===== config.mk =====
export PLATFORM = sky130hd
export DESIGN_NAME = motorola_loco_frame_decoder
export DESIGN_NICKNAME = d
export VERILOG_FILES = /design/src/hdl/mld_pkg.sv /design/src/hdl/mld_front.sv /design/src/hdl/mld_queue.sv /design/src/hdl/mld_back.sv /design/src/hdl/motorola_loco_frame_decoder.sv
export SDC_FILE = /design/constraint.sdc
export NUM_CORES = 1
export LEC_CHECK = 0
export BUFFER_PORTS_ARGS = -buffer_cell sky130_fd_sc_hd__buf_2
export CAP_MARGIN = 5
export CORE_AREA = 2 2 141 143
export CTS_BUF_LIST = sky130_fd_sc_hd__clkbuf_2
export DETAILED_ROUTE_END_ITERATION = 10
export DIE_AREA = 0 0 143 145
export PLACE_DENSITY = 0.64
export SYNTH_ARGS = -nofsm -noshare
export SYNTH_HDL_FRONTEND = slang
export SYNTH_SLANG_ARGS = --single-unit

===== constraint.sdc =====
create_clock -name i_clk -period 7.1 [get_ports i_clk]
set_input_delay 1.42 -clock i_clk [delete_from_list [all_inputs] [get_ports i_clk]]
set_output_delay 1.42 -clock i_clk [all_outputs]
set_load 0.005 [all_outputs]

===== src/hdl/mld_pkg.sv =====
package mld_pkg;

    localparam int FRAME_BITS  = 18;
    localparam int QUEUE_DEPTH = 2;

    localparam logic [4:0] ADDR_END  = 5'd8;
    localparam logic [4:0] FUNC_END  = 5'd10;
    localparam logic [4:0] FRAME_END = 5'(FRAME_BITS);
    localparam logic [4:0] LAST_BIT  = 5'(FRAME_BITS - 1);
    localparam logic [4:0] INDEX_MAX = 5'd31;

    localparam logic [1:0] MODE_FALL    = 2'd0;
    localparam logic [1:0] MODE_RISE    = 2'd1;
    localparam logic [1:0] MODE_TIMEOUT = 2'd2;

    localparam logic [2:0] CFG_OWN_ADDRESS  = 3'd0;
    localparam logic [2:0] CFG_LIGHT_ALWAYS = 3'd1;
    localparam logic [2:0] CFG_ONE_HIGH_MIN = 3'd2;
    localparam logic [2:0] CFG_ONE_HIGH_MAX = 3'd3;
    localparam logic [2:0] CFG_PERIOD_MIN   = 3'd4;
    localparam logic [2:0] CFG_PERIOD_MAX   = 3'd5;

    localparam logic [7:0] ONE_HIGH_MIN_RST = 8'd180;
    localparam logic [7:0] ONE_HIGH_MAX_RST = 8'd200;
    localparam logic [7:0] PERIOD_MIN_RST   = 8'd200;
    localparam logic [7:0] PERIOD_MAX_RST   = 8'd230;

    localparam logic [3:0] SPEED_REVERSE = 4'd1;

    typedef struct packed {
        logic [1:0] mode;
        logic [7:0] tick_count;
    } t_in_beat;

    typedef struct packed {
        logic       applied;
        logic       light_fwd;
        logic       light_rev;
        logic [7:0] drive_a;
        logic [7:0] drive_b;
        logic       direction;
        logic       direction_changed;
    } t_out_beat;

    typedef struct packed {
        logic [7:0] own_address;
        logic [7:0] one_high_min;
        logic [7:0] one_high_max;
        logic [7:0] period_min;
        logic [7:0] period_max;
    } t_front_cfg;

    typedef struct packed {
        logic       apply;
        logic       func_nz;
        logic [3:0] speed;
    } t_cmd;

endpackage


===== src/hdl/mld_front.sv =====
module mld_front import mld_pkg::*; (
    input  logic       i_clk,
    input  logic       i_rst_n,
    input  t_front_cfg i_cfg,
    input  logic       i_in_valid,
    output logic       o_in_stall,
    input  t_in_beat   i_in_beat,
    input  logic       i_q_full,
    output logic       o_q_push,
    output t_cmd       o_q_cmd
);

    logic [4:0] r_bit_index, n_bit_index;
    logic [7:0] r_last_high, n_last_high;
    logic       r_timer, n_timer;
    logic [7:0] r_addr, n_addr;
    logic [7:0] r_func, n_func;
    logic [7:0] r_speed, n_speed;
    logic [7:0] r_prev_addr, n_prev_addr;
    logic [7:0] r_prev_func, n_prev_func;
    logic [7:0] r_prev_speed, n_prev_speed;

    logic       fire;
    logic       one_fall;
    logic       one_rise;
    logic       period_ok;
    logic [7:0] spd_fall;
    logic       frame_eq;
    logic [4:0] idx_rise;
    logic [7:0] base_addr, base_func, base_speed;
    t_cmd       cmd;

    assign fire      = i_in_valid && !i_q_full;
    assign one_fall  = (i_in_beat.tick_count > i_cfg.one_high_min) &&
                       (i_in_beat.tick_count < i_cfg.one_high_max);
    assign one_rise  = (r_last_high > i_cfg.one_high_min) &&
                       (r_last_high < i_cfg.one_high_max);
    assign period_ok = (i_in_beat.tick_count > i_cfg.period_min) &&
                       (i_in_beat.tick_count < i_cfg.period_max);
    assign spd_fall  = {one_fall, r_speed[7:1]};
    assign frame_eq  = (r_prev_addr == r_addr) && (r_prev_func == r_func) &&
                       (r_prev_speed == spd_fall);
    assign idx_rise  = r_timer ? r_bit_index : 5'd0;
    assign base_addr  = (idx_rise == 5'd0) ? 8'd0 : r_addr;
    assign base_func  = (idx_rise == 5'd0) ? 8'd0 : r_func;
    assign base_speed = (idx_rise == 5'd0) ? 8'd0 : r_speed;

    always_comb begin
        n_bit_index  = r_bit_index;
        n_last_high  = r_last_high;
        n_timer      = r_timer;
        n_addr       = r_addr;
        n_func       = r_func;
        n_speed      = r_speed;
        n_prev_addr  = r_prev_addr;
        n_prev_func  = r_prev_func;
        n_prev_speed = r_prev_speed;
        cmd.apply    = 1'b0;
        cmd.func_nz  = (r_func != 8'd0);
        cmd.speed    = {spd_fall[6], spd_fall[4], spd_fall[2], spd_fall[0]};
        if (fire) begin
            unique case (i_in_beat.mode)
                MODE_FALL: begin
                    n_last_high = i_in_beat.tick_count;
                    if (r_bit_index == LAST_BIT) begin
                        n_bit_index = 5'd0;
                        if (frame_eq) begin
                            n_addr       = 8'd0;
                            n_func       = 8'd0;
                            n_speed      = 8'd0;
                            n_prev_addr  = 8'd0;
                            n_prev_func  = 8'd0;
                            n_prev_speed = 8'd0;
                            cmd.apply    = (r_addr != 8'd0) &&
                                           (r_addr == i_cfg.own_address);
                        end else begin
                            n_speed      = spd_fall;
                            n_prev_addr  = r_addr;
                            n_prev_func  = r_func;
                            n_prev_speed = spd_fall;
                        end
                    end
                end
                MODE_RISE: begin
                    n_timer = 1'b1;
                    if (period_ok) begin
                        n_addr  = base_addr;
                        n_func  = base_func;
                        n_speed = base_speed;
                        if (idx_rise < ADDR_END) begin
                            n_addr = {one_rise, base_addr[7:1]};
                        end else if (idx_rise < FUNC_END) begin
                            n_func = {one_rise, base_func[7:1]};
                        end else if (idx_rise < FRAME_END) begin
                            n_speed = {one_rise, base_speed[7:1]};
                        end
                        n_bit_index = (idx_rise == INDEX_MAX) ? idx_rise
                                                              : idx_rise + 5'd1;
                    end else begin
                        n_bit_index = 5'd0;
                    end
                end
                MODE_TIMEOUT: begin
                    n_timer = 1'b0;
                end
                default: begin
                end
            endcase
        end
    end

    always_ff @(posedge i_clk) begin
        if (!i_rst_n) begin
            r_bit_index  <= 5'd0;
            r_last_high  <= 8'd0;
            r_timer      <= 1'b0;
            r_addr       <= 8'd0;
            r_func       <= 8'd0;
            r_speed      <= 8'd0;
            r_prev_addr  <= 8'd0;
            r_prev_func  <= 8'd0;
            r_prev_speed <= 8'd0;
        end else begin
            r_bit_index  <= n_bit_index;
            r_last_high  <= n_last_high;
            r_timer      <= n_timer;
            r_addr       <= n_addr;
            r_func       <= n_func;
            r_speed      <= n_speed;
            r_prev_addr  <= n_prev_addr;
            r_prev_func  <= n_prev_func;
            r_prev_speed <= n_prev_speed;
        end
    end

    assign o_in_stall = i_q_full;
    assign o_q_push   = fire;
    assign o_q_cmd    = cmd;

endmodule


===== src/hdl/mld_queue.sv =====
module mld_queue import mld_pkg::*; #(
    parameter int DEPTH = QUEUE_DEPTH
) (
    input  logic i_clk,
    input  logic i_rst_n,
    input  logic i_push,
    input  t_cmd i_push_cmd,
    output logic o_full,
    input  logic i_pop,
    output t_cmd o_pop_cmd,
    output logic o_empty
);

    localparam int PTR_W = (DEPTH > 1) ? $clog2(DEPTH) : 1;
    localparam int CNT_W = $clog2(DEPTH + 1);
    localparam logic [PTR_W-1:0] PTR_LAST = PTR_W'(DEPTH - 1);
    localparam logic [CNT_W-1:0] CNT_FULL = CNT_W'(DEPTH);

    t_cmd             r_mem [DEPTH];
    logic [PTR_W-1:0] r_wr_ptr;
    logic [PTR_W-1:0] r_rd_ptr;
    logic [CNT_W-1:0] r_count;

    always_ff @(posedge i_clk) begin
        if (i_push) begin
            r_mem[r_wr_ptr] <= i_push_cmd;
        end
    end

    always_ff @(posedge i_clk) begin
        if (!i_rst_n) begin
            r_wr_ptr <= '0;
            r_rd_ptr <= '0;
            r_count  <= '0;
        end else begin
            if (i_push) begin
                r_wr_ptr <= (r_wr_ptr == PTR_LAST) ? '0 : r_wr_ptr + 1'b1;
            end
            if (i_pop) begin
                r_rd_ptr <= (r_rd_ptr == PTR_LAST) ? '0 : r_rd_ptr + 1'b1;
            end
            if (i_push && !i_pop) begin
                r_count <= r_count + 1'b1;
            end else if (!i_push && i_pop) begin
                r_count <= r_count - 1'b1;
            end
        end
    end

    assign o_pop_cmd = r_mem[r_rd_ptr];
    assign o_full    = (r_count == CNT_FULL);
    assign o_empty   = (r_count == '0);

endmodule


===== src/hdl/mld_back.sv =====
module mld_back import mld_pkg::*; (
    input  logic      i_clk,
    input  logic      i_rst_n,
    input  logic      i_light_always,
    input  logic      i_q_empty,
    input  t_cmd      i_q_cmd,
    output logic      o_q_pop,
    output logic      o_out_valid,
    input  logic      i_out_stall,
    output t_out_beat o_out_beat
);

    logic       r_dir, n_dir;
    logic       r_toggle_block, n_toggle_block;
    logic       r_light_fwd, n_light_fwd;
    logic       r_light_rev, n_light_rev;
    logic [7:0] r_drive_a, n_drive_a;
    logic [7:0] r_drive_b, n_drive_b;
    logic       r_out_valid;
    t_out_beat  r_out_beat;

    logic       pop;
    logic       do_apply;
    logic       rev_cmd;
    logic       toggled;
    logic [7:0] duty;
    logic       lights_on;
    t_out_beat  beat;

    assign pop       = !i_q_empty && (!r_out_valid || !i_out_stall);
    assign do_apply  = pop && i_q_cmd.apply;
    assign rev_cmd   = (i_q_cmd.speed == SPEED_REVERSE);
    assign toggled   = do_apply && rev_cmd && !r_toggle_block;
    assign duty      = rev_cmd ? 8'd0 : {i_q_cmd.speed, 4'b0000};
    assign lights_on = i_q_cmd.func_nz || i_light_always;

    always_comb begin
        n_dir          = r_dir;
        n_toggle_block = r_toggle_block;
        n_light_fwd    = r_light_fwd;
        n_light_rev    = r_light_rev;
        n_drive_a      = r_drive_a;
        n_drive_b      = r_drive_b;
        if (do_apply) begin
            n_dir          = r_dir ^ toggled;
            n_toggle_block = rev_cmd;
            n_light_fwd    = lights_on && n_dir;
            n_light_rev    = lights_on && !n_dir;
            n_drive_a      = n_dir ? 8'd0 : duty;
            n_drive_b      = n_dir ? duty : 8'd0;
        end
        beat.applied           = do_apply;
        beat.light_fwd         = n_light_fwd;
        beat.light_rev         = n_light_rev;
        beat.drive_a           = n_drive_a;
        beat.drive_b           = n_drive_b;
        beat.direction         = n_dir;
        beat.direction_changed = toggled;
    end

    always_ff @(posedge i_clk) begin
        if (!i_rst_n) begin
            r_dir          <= 1'b0;
            r_toggle_block <= 1'b0;
            r_light_fwd    <= 1'b0;
            r_light_rev    <= 1'b0;
            r_drive_a      <= 8'd0;
            r_drive_b      <= 8'd0;
            r_out_valid    <= 1'b0;
        end else begin
            r_dir          <= n_dir;
            r_toggle_block <= n_toggle_block;
            r_light_fwd    <= n_light_fwd;
            r_light_rev    <= n_light_rev;
            r_drive_a      <= n_drive_a;
            r_drive_b      <= n_drive_b;
            if (pop) begin
                r_out_valid <= 1'b1;
            end else if (!i_out_stall) begin
                r_out_valid <= 1'b0;
            end
        end
    end

    always_ff @(posedge i_clk) begin
        if (pop) begin
            r_out_beat <= beat;
        end
    end

    assign o_q_pop     = pop;
    assign o_out_valid = r_out_valid;
    assign o_out_beat  = r_out_beat;

endmodule


===== src/hdl/motorola_loco_frame_decoder.sv =====
// path: an input beat's command is written into the queue, then popped into the registered output beat
// throughput: one beat per cycle while the queue is not full, each input beat yields exactly one result beat
// the front assembles frames, a two-entry command queue feeds the back end
// reset: synchronous active low, clears frame state, direction, output valid and queue
// config registers reset to address 0, one window bounds 180..200, period bounds 200..230 (both exclusive)
module motorola_loco_frame_decoder import mld_pkg::*; (
    input  logic      i_clk,
    input  logic      i_rst_n,
    input  logic      i_cfg_wr_en,
    input  logic [2:0] i_cfg_index,
    input  logic [7:0] i_cfg_wr_data,
    input  logic      i_in_valid,
    output logic      o_in_stall,
    input  t_in_beat  i_in_beat,
    output logic      o_out_valid,
    input  logic      i_out_stall,
    output t_out_beat o_out_beat
);

    t_front_cfg r_cfg;
    logic       r_light_always;

    logic q_push, q_full, q_pop, q_empty;
    t_cmd q_push_cmd, q_pop_cmd;

    always_ff @(posedge i_clk) begin
        if (!i_rst_n) begin
            r_cfg.own_address  <= 8'd0;
            r_cfg.one_high_min <= ONE_HIGH_MIN_RST;
            r_cfg.one_high_max <= ONE_HIGH_MAX_RST;
            r_cfg.period_min   <= PERIOD_MIN_RST;
            r_cfg.period_max   <= PERIOD_MAX_RST;
            r_light_always     <= 1'b0;
        end else if (i_cfg_wr_en) begin
            unique case (i_cfg_index)
                CFG_OWN_ADDRESS:  r_cfg.own_address  <= i_cfg_wr_data;
                CFG_LIGHT_ALWAYS: r_light_always     <= i_cfg_wr_data[0];
                CFG_ONE_HIGH_MIN: r_cfg.one_high_min <= i_cfg_wr_data;
                CFG_ONE_HIGH_MAX: r_cfg.one_high_max <= i_cfg_wr_data;
                CFG_PERIOD_MIN:   r_cfg.period_min   <= i_cfg_wr_data;
                CFG_PERIOD_MAX:   r_cfg.period_max   <= i_cfg_wr_data;
                default: begin
                end
            endcase
        end
    end

    mld_front u_front (
        .i_clk      (i_clk),
        .i_rst_n    (i_rst_n),
        .i_cfg      (r_cfg),
        .i_in_valid (i_in_valid),
        .o_in_stall (o_in_stall),
        .i_in_beat  (i_in_beat),
        .i_q_full   (q_full),
        .o_q_push   (q_push),
        .o_q_cmd    (q_push_cmd)
    );

    mld_queue #(
        .DEPTH (QUEUE_DEPTH)
    ) u_queue (
        .i_clk      (i_clk),
        .i_rst_n    (i_rst_n),
        .i_push     (q_push),
        .i_push_cmd (q_push_cmd),
        .o_full     (q_full),
        .i_pop      (q_pop),
        .o_pop_cmd  (q_pop_cmd),
        .o_empty    (q_empty)
    );

    mld_back u_back (
        .i_clk          (i_clk),
        .i_rst_n        (i_rst_n),
        .i_light_always (r_light_always),
        .i_q_empty      (q_empty),
        .i_q_cmd        (q_pop_cmd),
        .o_q_pop        (q_pop),
        .o_out_valid    (o_out_valid),
        .i_out_stall    (i_out_stall),
        .o_out_beat     (o_out_beat)
    );

endmodule

==> results.txt <==
met3 usage: 0.0376
Placement Cell Area: 8010 sq um
Final TNS setup: 0 ns
HP Start: r_cfg[4]
DP HPWL: 11500 microns
RR Endpoint: u_front.r_addr[6]
root buffer cell: clkbuf_2
first-pass GRT wire length: 27800 microns
Post-Route WL: 16600 microns
Synth Register Bits: 161
most frequent cells in the layout: 132 x nand2_1, 128 x dfxtp_1, 84 x a21oi_1
Critical Path AT: 4.06 ns
largest stage delay on the critical path: 0.68 ns
nets: 939
number of synthesized flops with an enable pin: 33
commonest non-fill, non-tap cell in the layout: nand2_1
Required @ worst endpoint: 7.82 ns
cell count of the worst hold path: 2
Initial Util: 0.395
crit-path max FO: 19
Clock Latency Late Sink: 0.77 ns
CTS buffer count: 17
routability cong.: 0.781
Area growth syn-to-layout: 8.99%
Placement Setup Slack: 2.94 ns
drt initial violations: 430
Worst setup SP type: input port
core area: 19200 sq um
fin crit share: 0.470
gr usage total: 0.168
Period minus WS final: 3.34 ns
Port Buffer Count: 48
skew final: 0.0301 ns
R2R depth: 10
crit end category: flip-flop
Post-synth ARST share: 0
crit path kind: input port to flip-flop
Die Area: 20700 sq um
initial antenna violation count: 2
total of max-cap violations: 0
setup bufs post-CTS: 0
Synth top area share: 0.338
power density over the cells: 234 nW/um^2
1st-pass router iterations: 6
syn_nets: 911
PostCTS Resize Cnt: 0
vias in the first global route: 5427
TritonCTS clock tree: done
drt drc: 0
Pins Over Slew Limit: 0
Worst path most repeated cell: a21oi_1
Final Hold Viols: 0
via count: 5836
syn_area_per_cell: 9.09 sq um
number of synthesis warnings: 0
cell area after layout: 8260 sq um
area leader, netlist: dfxtp_1
Worst Tran Pin Value: 1.12 ns
Leak: 3.44 nW
post-synthesis sequential area ratio: 0.469
register area: 3550 sq um
clk buf depth: 2
Top Ports: 49
R2R Path Start: r_cfg[4]
Hold EP: r_cfg[4]
grt ovf: 0
Synth Instances: 834
Die W: 143 microns
top cells by area, synth: dfxtp_1 34%, edfxtp_1 13%, ha_1 8.4%, nand2_1 6.5%, a21oi_1 5.5%
Critical-path top delay cell: a21oi_2
final setup fails: 0
fmax: 299 MHz
DR vias/cell: 5.11
ys flop type: dfxtp_1
layout cells sized above 1: 0.111
Slew HR: 0.253
flop-to-flop setup slack: 4.16 ns
Filler cells: 1868
Worst-path clk slew: 0.27 ns
die height: 145 microns
largest net degree at the start of global routing: 76
WL per Instance: 14.5 microns
Final WS setup: 3.76 ns
RSZ-0062 raised after global routing: no
worst min path class: flip-flop to flip-flop
area of the multi-input gates: 3680 sq um
GR met2 Demand/Resource: 0.258
routing usage on met1: 0.234
Netlist Area Pre-Place: 7580 sq um
CP cell instances: buf_2 -> ha_1 -> a21oi_1 -> o21ai_0 -> a221oi_1 -> o21ai_1 -> a21oi_2 -> and2_0 -> a21oi_1 -> a21oi_1
status: complete, no violations
Row Count: 51
post-route ant nets: 0
Peak VDD IR: 0.0000997 V
H-tree depth: 4
Cell variety after synth: 56
# clock sinks: 161
hold buffers post-CTS: 0
busiest grt layer: met2
per-layer routing:
layer / up-vias / part of all wire
met5: - / 0
met4: 0 / 0.016
met3: 24 / 0.036
met2: 112 / 0.45
met1: 2707 / 0.50
li1: 2993 / -
stage by stage:
step	power (W)	std cells	hold WS, ns	utilization
finish	0.00194	1142	0.473	0.430
global route	0.00205	1142	0.488	0.430
CTS	0.00195	1140	0.474	0.430
detailed placement	0.00146	1108	0.447	0.417
global placement	0.00145	1108	0.442	0.417
floorplan	0.00134	834	0.432	-
state kept, by name (all words and copies together) (netlist names), 2 cells and up, named ones only:
name                  cells
u_front.r_prev_speed      8
u_queue.r_mem            12
u_front.r_prev_func       8
u_front.r_bit_index       5
u_back.r_drive_b          8
u_queue.r_count           2
u_front.r_addr            8
u_back.r_drive_a          8
u_back.o_out_beat        21
u_front.r_speed           7
r_cfg                    40
u_front.r_func            8
u_front.r_prev_addr       8
u_front.r_last_high       8
synthesized netlist by cell type (4+ instances only):
| master | n |
|---|---|
| nand2_1 | 132 |
| dfxtp_1 | 128 |
| a21oi_1 | 84 |
| ha_1 | 51 |
| inv_1 | 46 |
| nand3_1 | 41 |
| nor2_1 | 37 |
| edfxtp_1 | 33 |
| clkbuf_1 | 32 |
| o21ai_0 | 26 |
| xor2_1 | 24 |
| and2_1 | 22 |
| o211ai_1 | 19 |
| nand4_1 | 16 |
| xnor2_1 | 13 |
| and3_1 | 11 |
| mux2i_1 | 10 |
| a22o_1 | 9 |
| a31oi_1 | 8 |
| buf_2 | 8 |
| nor2b_1 | 8 |
| o31ai_1 | 8 |
| a21o_1 | 7 |
| nor4_1 | 7 |
| a32o_1 | 4 |
| nor3_1 | 4 |
| o21ai_1 | 4 |
critical path, delay by kind of cell:
kind | cells | cell delay, ns
compound gates | 7 | 1.73
fa+ha+maj | 1 | 0.32
buf+inv | 1 | 0.15
simple gates | 1 | 0.44
how the worst max path moves through the flow:
stage | start | to | slack (ns) | depth (start not counted)
2_1_floorplan | i_in_beat[4] | u_front.r_speed[5] | 3.77 | 10
3_3_place_gp | i_in_beat[4] | u_front.r_addr[5] | 3.06 | 10
3_5_place_dp | i_in_beat[4] | u_front.r_addr[6] | 2.94 | 10
4_1_cts | i_in_beat[4] | u_front.r_addr[6] | 3.77 | 10
5_1_grt | i_in_beat[4] | u_front.r_addr[6] | 3.52 | 10
6_report | i_in_beat[4] | u_front.r_addr[6] | 3.76 | 10
logic make-up after synthesis:
logic type	count (synthesis)	synth area share
compound gates	192	0.160
fa+ha+maj	51	0.0842
buf+inv	89	0.0454
simple gates	292	0.183
xor+xnor	37	0.0427
mux	12	0.0162
flops	161	0.469
final cells by class:
| class | instances | area share |
|---|---|---|
| well taps | 265 | 0.0401 |
| repair buffers | 52 | 0.0327 |
| clock inverters | 15 | 0.0195 |
| multi-input cells | 584 | 0.446 |
| inverters | 46 | 0.0209 |
| flip-flops and latches | 161 | 0.430 |
| diodes | 2 | 0.000606 |
| clock buffers | 17 | 0.0103 |
where the power goes:
part	switching [W]	internal, W
combinational	0.000223	0.000125
clock	0.000383	0.000118
sequential	0.0000393	0.00105
total	0.000646	0.00129
Power figures use the tool's default switching activity.
